===== config.mk =====
export PLATFORM = sky130hd
export DESIGN_NAME = dds_frequency_sweep_controller_top
export DESIGN_NICKNAME = d
export VERILOG_FILES = /design/src/rtl/dfsc_pkg.sv /design/src/rtl/dds_frequency_sweep_controller_top.sv
export SDC_FILE = /design/constraint.sdc
export NUM_CORES = 1
export LEC_CHECK = 0
export ABC_AREA = 1
export BUFFER_PORTS_ARGS = -buffer_cell sky130_fd_sc_hd__buf_2
export CAP_MARGIN = 20
export CORE_AREA = 10 10 161 276
export CTS_CLUSTER_DIAMETER = 150
export DETAILED_ROUTE_END_ITERATION = 8
export DIE_AREA = 0 0 171 286
export GPL_ROUTABILITY_DRIVEN = 0
export PLACE_DENSITY_LB_ADDON = 0.15
export REMOVE_ABC_BUFFERS = 1
export SKIP_CTS_REPAIR_TIMING = 1
export SLEW_MARGIN = 15
export SYNTH_ARGS = -nofsm -noshare
export SYNTH_HDL_FRONTEND = slang
export SYNTH_SLANG_ARGS = --single-unit

===== constraint.sdc =====
create_clock -name clk -period 7.35 [get_ports clk]
set_input_delay 1.47 -clock clk [delete_from_list [all_inputs] [get_ports clk]]
set_output_delay 1.47 -clock clk [all_outputs]
set_load 0.01 [all_outputs]

===== src/rtl/dfsc_pkg.sv =====
`timescale 1ns / 1ps
// ----------------------------------------------------------------------------
// dfsc_pkg
// Shared types and constants for the dds frequency sweep controller.
// ----------------------------------------------------------------------------
package dfsc_pkg;

    localparam int HZ_W        = 24;
    localparam int DWELL_W     = 14;
    localparam int WORD_W      = 32;
    localparam int BYTE_W      = 8;
    localparam int MULT_W      = 31;
    localparam int PROD_W      = 56;
    localparam int WORD_SHIFT  = 24;
    localparam int BEATS       = 5;
    localparam int BEAT_CNT_W  = 3;
    localparam int CFG_IDX_W   = 2;

    localparam logic [HZ_W-1:0]    FIXED_MAX_HZ   = 24'd9999999;
    localparam logic [MULT_W-1:0]  WORD_MULT      = 31'd1801439851;

    localparam logic [HZ_W-1:0]    START_HZ_RST   = 24'd1000;
    localparam logic [HZ_W-1:0]    END_HZ_RST     = 24'd1000000;
    localparam logic [HZ_W-1:0]    STEP_HZ_RST    = 24'd1000;
    localparam logic [DWELL_W-1:0] DWELL_MS_RST   = 14'd1;

    localparam logic [BEAT_CNT_W-1:0] LAST_BEAT   = 3'(BEATS - 1);

    typedef enum logic [1:0]
    {
        CMD_TICK  = 2'd0,
        CMD_START = 2'd1,
        CMD_FIXED = 2'd2,
        CMD_STOP  = 2'd3
    } cmd_t;

    typedef enum logic [CFG_IDX_W-1:0]
    {
        REG_START_HZ = 2'd0,
        REG_END_HZ   = 2'd1,
        REG_STEP_HZ  = 2'd2,
        REG_DWELL_MS = 2'd3
    } reg_idx_t;

endpackage


===== src/rtl/dds_frequency_sweep_controller_top.sv =====
`timescale 1ns / 1ps
// ----------------------------------------------------------------------------
// dds_frequency_sweep_controller_top
// Fixed frequency or linear sweep control, sends tuning words as bus bytes.
// ----------------------------------------------------------------------------
//  channel   direction  beat contents
//  s_*       in         tuser: command[1:0]; tdata: freq_hz[23:0]
//  m_*       out        tdata: data_byte[7:0]; tlast: last_byte; tuser: sweep_marker
//  cfg_*     in         cfg_index selects start, end, step, dwell; cfg_data value
//
//  a command that changes the frequency yields five output beats, one per cycle while m_tready is high,
//  and the byte serializer loads the next word only as the last beat of the word is taken
//  first beat passes through the input, frequency and serializer registers (update, multiply)
//  a tick that yields no beat does not wait on the serializer
//  rst_n clears control state and restores the register defaults at once
//  a stall on m_tready holds the beat and backs up through the stages to s_tready
// ----------------------------------------------------------------------------
module dds_frequency_sweep_controller_top
(
    input  logic                          clk,
    input  logic                          rst_n,
    input  logic                          s_tvalid,
    output logic                          s_tready,
    input  logic [23:0]                   s_tdata,   // freq_hz[23:0]
    input  logic [1:0]                    s_tuser,   // command[1:0]
    output logic                          m_tvalid,
    input  logic                          m_tready,
    output logic [7:0]                    m_tdata,   // data_byte[7:0]
    output logic                          m_tlast,
    output logic [0:0]                    m_tuser,   // sweep_marker
    input  logic                          cfg_we,
    input  logic [dfsc_pkg::CFG_IDX_W-1:0] cfg_index,
    input  logic [dfsc_pkg::HZ_W-1:0]     cfg_data
);

    // configuration
    logic [dfsc_pkg::HZ_W-1:0]    start_hz_reg;
    logic [dfsc_pkg::HZ_W-1:0]    end_hz_reg;
    logic [dfsc_pkg::HZ_W-1:0]    step_hz_reg;
    logic [dfsc_pkg::DWELL_W-1:0] dwell_ms_reg;

    // input stage
    logic                         in_valid_reg;
    dfsc_pkg::cmd_t               in_cmd_reg;
    logic [dfsc_pkg::HZ_W-1:0]    in_freq_reg;

    // sweep state
    logic                         sweeping_reg,  sweeping_next;
    logic [dfsc_pkg::HZ_W-1:0]    current_reg,   current_next;
    logic [dfsc_pkg::DWELL_W-1:0] tick_reg,      tick_next;
    logic                         marker_reg,    marker_next;
    logic                         emit;

    // word stage
    logic                         hz_valid_reg;
    logic [dfsc_pkg::HZ_W-1:0]    hz_reg;
    logic                         hz_marker_reg;

    // serializer
    logic                          ser_valid_reg;
    logic [dfsc_pkg::BEAT_CNT_W-1:0] ser_cnt_reg;
    logic [dfsc_pkg::WORD_W-1:0]   ser_word_reg;
    logic                          ser_marker_reg;

    logic                          ser_load_ok;
    logic                          hz_free;
    logic                          in_move;
    logic                          out_fire;
    logic [dfsc_pkg::PROD_W-1:0]   product;
    logic [dfsc_pkg::DWELL_W-1:0]  tick_inc;
    logic [dfsc_pkg::HZ_W:0]       step_sum;

    assign out_fire    = ser_valid_reg && m_tready;
    assign ser_load_ok = !ser_valid_reg || (m_tready && ser_cnt_reg == dfsc_pkg::LAST_BEAT);
    assign hz_free     = !hz_valid_reg || ser_load_ok;
    assign in_move     = in_valid_reg && (!emit || hz_free);
    assign s_tready    = !in_valid_reg || in_move;

    assign tick_inc = tick_reg + dfsc_pkg::DWELL_W'(1);
    assign step_sum = {1'b0, current_reg} + {1'b0, step_hz_reg};

    always_comb
    begin
        sweeping_next = sweeping_reg;
        current_next  = current_reg;
        tick_next     = tick_reg;
        marker_next   = marker_reg;
        emit          = 1'b0;
        case (in_cmd_reg)
            dfsc_pkg::CMD_TICK:
            begin
                if (sweeping_reg)
                begin
                    if (tick_inc < dwell_ms_reg)
                    begin
                        tick_next = tick_inc;
                    end
                    else
                    begin
                        emit        = 1'b1;
                        marker_next = !marker_reg;
                        tick_next   = '0;
                        if (step_sum > {1'b0, end_hz_reg})
                            current_next = start_hz_reg;
                        else
                            current_next = step_sum[dfsc_pkg::HZ_W-1:0];
                    end
                end
            end
            dfsc_pkg::CMD_START:
            begin
                emit          = 1'b1;
                sweeping_next = 1'b1;
                tick_next     = '0;
                current_next  = start_hz_reg;
            end
            dfsc_pkg::CMD_FIXED:
            begin
                emit          = 1'b1;
                sweeping_next = 1'b0;
                tick_next     = '0;
                current_next  = (in_freq_reg > dfsc_pkg::FIXED_MAX_HZ) ?
                                dfsc_pkg::FIXED_MAX_HZ : in_freq_reg;
            end
            default:
            begin
                emit          = 1'b1;
                sweeping_next = 1'b0;
                tick_next     = '0;
                current_next  = '0;
            end
        endcase
    end

    assign product = dfsc_pkg::PROD_W'(hz_reg) * dfsc_pkg::PROD_W'(dfsc_pkg::WORD_MULT);

    // configuration writes
    always_ff @(posedge clk or negedge rst_n)
    begin
        if (!rst_n)
        begin
            start_hz_reg <= dfsc_pkg::START_HZ_RST;
            end_hz_reg   <= dfsc_pkg::END_HZ_RST;
            step_hz_reg  <= dfsc_pkg::STEP_HZ_RST;
            dwell_ms_reg <= dfsc_pkg::DWELL_MS_RST;
        end
        else if (cfg_we)
        begin
            case (dfsc_pkg::reg_idx_t'(cfg_index))
                dfsc_pkg::REG_START_HZ: start_hz_reg <= cfg_data;
                dfsc_pkg::REG_END_HZ:   end_hz_reg   <= cfg_data;
                dfsc_pkg::REG_STEP_HZ:  step_hz_reg  <= cfg_data;
                dfsc_pkg::REG_DWELL_MS: dwell_ms_reg <= cfg_data[dfsc_pkg::DWELL_W-1:0];
                default: ;
            endcase
        end
    end

    // control state
    always_ff @(posedge clk or negedge rst_n)
    begin
        if (!rst_n)
        begin
            in_valid_reg  <= 1'b0;
            sweeping_reg  <= 1'b0;
            current_reg   <= '0;
            tick_reg      <= '0;
            marker_reg    <= 1'b0;
            hz_valid_reg  <= 1'b0;
            ser_valid_reg <= 1'b0;
            ser_cnt_reg   <= '0;
        end
        else
        begin
            if (s_tready)
                in_valid_reg <= s_tvalid;

            if (in_move)
            begin
                sweeping_reg <= sweeping_next;
                current_reg  <= current_next;
                tick_reg     <= tick_next;
                marker_reg   <= marker_next;
            end

            if (hz_free)
                hz_valid_reg <= in_move && emit;

            if (ser_load_ok)
            begin
                ser_valid_reg <= hz_valid_reg;
                ser_cnt_reg   <= '0;
            end
            else if (out_fire)
            begin
                ser_cnt_reg <= ser_cnt_reg + dfsc_pkg::BEAT_CNT_W'(1);
            end
        end
    end

    // payload
    always_ff @(posedge clk)
    begin
        if (s_tready)
        begin
            in_cmd_reg  <= dfsc_pkg::cmd_t'(s_tuser);
            in_freq_reg <= s_tdata;
        end
        if (hz_free)
        begin
            hz_reg        <= current_next;
            hz_marker_reg <= marker_next;
        end
        if (ser_load_ok)
        begin
            ser_word_reg   <= product[dfsc_pkg::WORD_SHIFT +: dfsc_pkg::WORD_W];
            ser_marker_reg <= hz_marker_reg;
        end
    end

    // byte select, control byte first then msb to lsb
    always_comb
    begin
        case (ser_cnt_reg)
            3'd1:    m_tdata = ser_word_reg[31:24];
            3'd2:    m_tdata = ser_word_reg[23:16];
            3'd3:    m_tdata = ser_word_reg[15:8];
            3'd4:    m_tdata = ser_word_reg[7:0];
            default: m_tdata = '0;
        endcase
    end

    assign m_tvalid   = ser_valid_reg;
    assign m_tlast    = (ser_cnt_reg == dfsc_pkg::LAST_BEAT);
    assign m_tuser[0] = ser_marker_reg;

endmodule


==> results.md <==
- Drt initial violations: 2088
- Post-route ant nets: 0
- H-tree depth: 1
- Worst Skew: 0.0138 ns
- Yosys warnings: 0
- Max Freq: approximately 0.14 GHz
- Die Wd: about 170 um
- GRT Overall Usage: a little over a third
- CP Data Required Time: roughly 7.8 ns
- Post-synthesis cell type count: 52
- Final period util: 95.8%
- Ys flop type: dfrtp_1
- # rows: 97
- Hold Path End: m_tuser
- Critical path peak fanout: 9
- Die H: 286 um
- Routed WL: between 80000 and 90000 um
- Detail Placement HPWL: 68000 um
- Synth area leaders: fa_1 (24%), ha_1 (16%), dfrtp_1 (11%), inv_1 (11%), edfxtp_1 (9.8%)
- Global-route wire length before repair: 126000 um
- Starting density of the core: 64.0%
- Final core utilization: 68.3%
- Area grow syn2layout: 6.59%
- CP Capture Type: flip-flop
- Final setup viols: 0
- Avg WL per Cell: 23.8 um
- Commonest non-fill, non-tap cell in the layout: inv_1
- Top cell type by total area after synthesis: fa_1
- Max reg flops: 31
- Most frequent cells in the layout: inv_1 (734), nand2_1 (498), ha_1 (322)
- Initial antenna violation count: 1
- PortBufs: 68
- CTS tree: done
- Total grt overflow: 0
- Final Hold Violating Endpoints: 0
- Layout Nets: 3693
- Synth top area share: between 20% and 30%
- Initial DRT Pass Iterations: 8
- Reg-to-Reg Start: hz_reg[22]
- Post-Synthesis Cells: 2941
- CTS Root Cell: clkbuf_16
- Critical path arrival: 7.44 ns
- Sequential share of the synthesized area: 22.8%
- Buffers plus inverters on the worst setup path: 4
- Synthesized cell area: ~25000 um2
- Vias in the first global route: 22538
- Worst-Margin Slew: 0.940 ns
- Worst Hold Class: reg2reg
- Avg Inst Size Synth: 8.67 um2
- Min cycle time layout: 7.04 ns
- Async SR Flop Fraction: 61.4%
- Hold_sp: hz_marker_reg
- Setup ws final: 0.307 ns
- Post-synth EDFFs: 83
- DR DRC count: 0
- Critical path class: reg2reg
- Clk sink count: approximately 220
- Multi-input gate area: 16700 um2
- Number of slew-limit violations in the final report: 0
- RR Endpoint: ser_word_reg[30]
- Most frequent CP cell: fa_1
- Maximum root-to-sink buffer count: 3
- Vias/cell: around 6.0
- Num CTS Buffers: 21
- CP peak stage delay: a little over 0.8 ns
- Register Area: 5820 um2
- Slew margin rel.: 37.3%
- Pin count of the biggest net entering global routing: roughly 70
- Seq cells post-synth: around 220
- Slowest library cell on the worst path: fa_1
- Worst skew pair latency: just under 0.6 ns
- R2R setup slack: 0.31 ns
- Maxcap violations: 0
- Fill cells: 3221
- Status: finished, final reports clean
- Area of the core: 39800 um2
- Place WS: 0.435 ns
- Hold Path Depth: 0
- Worst hold slack: about 0.43 ns
- Share of layout cells above drive strength 1: 7.51%
- R2R depth: 21
- Via count: ~21000
- Io pins: approximately 70
- RSZ-0062 raised after global routing: no
- Startpoint types: flip-flop
- Die Area: 48900 um2
- Clock transition at the registers of the reported paths: 0.07 ns
- Fin Setup TNS: 0 ns
- Critical Path, Cell by Cell: inv_1, ha_1, xnor2_1, ha_1, fa_1, fa_1, fa_1, fa_1, inv_1, fa_1, inv_1, ha_1, nand2_1, nor2_1, inv_1, nor4_1, nand4_1, nand3_1, nand3_1, nand2_1, xor2_1
- Delay-heaviest family, CP: adder cells
-- layer usage --
layer | vias to the layer above | track usage (%) | share of wire (%)
met5 | - | 0 | 0.019
met4 | 2 | 36.2 | 13
met3 | 496 | 6.77 | 6.2
met2 | 1132 | 61.0 | 51
met1 | 10020 | 32.0 | 30
li1 | 9289 | - | -
-- how the worst max path moves through the flow --
| stage | to | cells after the start | slack (ns) | from |
|---|---|---|---|---|
| after global routing | ser_word_reg[30] | 21 | 0.06 | hz_reg[22] |
| after detailed placement | ser_word_reg[23] | 21 | 0.44 | hz_reg[9] |
| after CTS | ser_word_reg[23] | 21 | 0.42 | hz_reg[9] |
| after global placement | ser_word_reg[15] | 21 | 0.58 | hz_reg[9] |
| final | ser_word_reg[30] | 21 | 0.31 | hz_reg[22] |
| after floorplan | ser_word_reg[22] | 20 | 1.33 | hz_reg[9] |
-- synth_stat cells (all sizes together), types with 15 or more instances --
cell type / number
and3: 17
nor3: 18
nand4: 28
a21o: 15
nand3: 118
dfstp: 20
ha: 322
xnor2: 18
o21bai: 16
clkbuf: 25
nor2: 135
o21ai: 169
inv: 739
edfxtp: 83
dfrtp: 112
fa: 307
o22ai: 16
a21oi: 125
a31oi: 15
nand2: 546
xor2: 47
-- final cells by class --
class / count / area share [%]
Multi-Input combinational cell: 1947 / 61.5
Antenna cell: 1 / 0.00921
Timing Repair Buffer: 81 / 1.66
Clock inverter: 8 / 0.571
Clock buffer: 30 / 2.34
Sequential cell: 215 / 21.4
Tap cell: 495 / 2.28
Inverter: 741 / 10.2
-- worst register-to-register path, stage by stage (launching register included) --
cell and delay, ns:
edfxtp_1 0.56, inv_1 0.09, ha_1 0.37, xnor2_1 0.36, ha_1 0.35, fa_1 0.82, fa_1 0.52, fa_1 0.52
fa_1 0.55, inv_1 0.06, fa_1 0.53, inv_1 0.04, ha_1 0.41, nand2_1 0.12, nor2_1 0.24, inv_1 0.12
nor4_1 0.45, nand4_1 0.14, nand3_1 0.23, nand3_1 0.10, nand2_1 0.09, xor2_1 0.21
-- stage by stage --
step | std cells | area, um2
floorplan | 2903 | 25300
detailed placement | 3478 | 26400
CTS | 3516 | 27200
finish | 3518 | 27200
global placement | 3478 | 26400
global route | 3517 | 27200
-- kinds of logic (layout without fill, tap and decap cells) --
kind of cell	after synthesis	in the layout	synth area share, %
xor gates and xnor gates	65	65	2.23
other	0	1	0
DFF	215	215	22.8
and+or+nand+nor	878	878	15.3
AOI/OAI and AO/OA	375	375	8.10
adders and majority gates	629	629	39.9
buffers and inverters	779	860	11.7
Power is left out: the tool's default activity adds up to more than one toggle a clock period on the data nets, which glitch-free logic cannot reach.
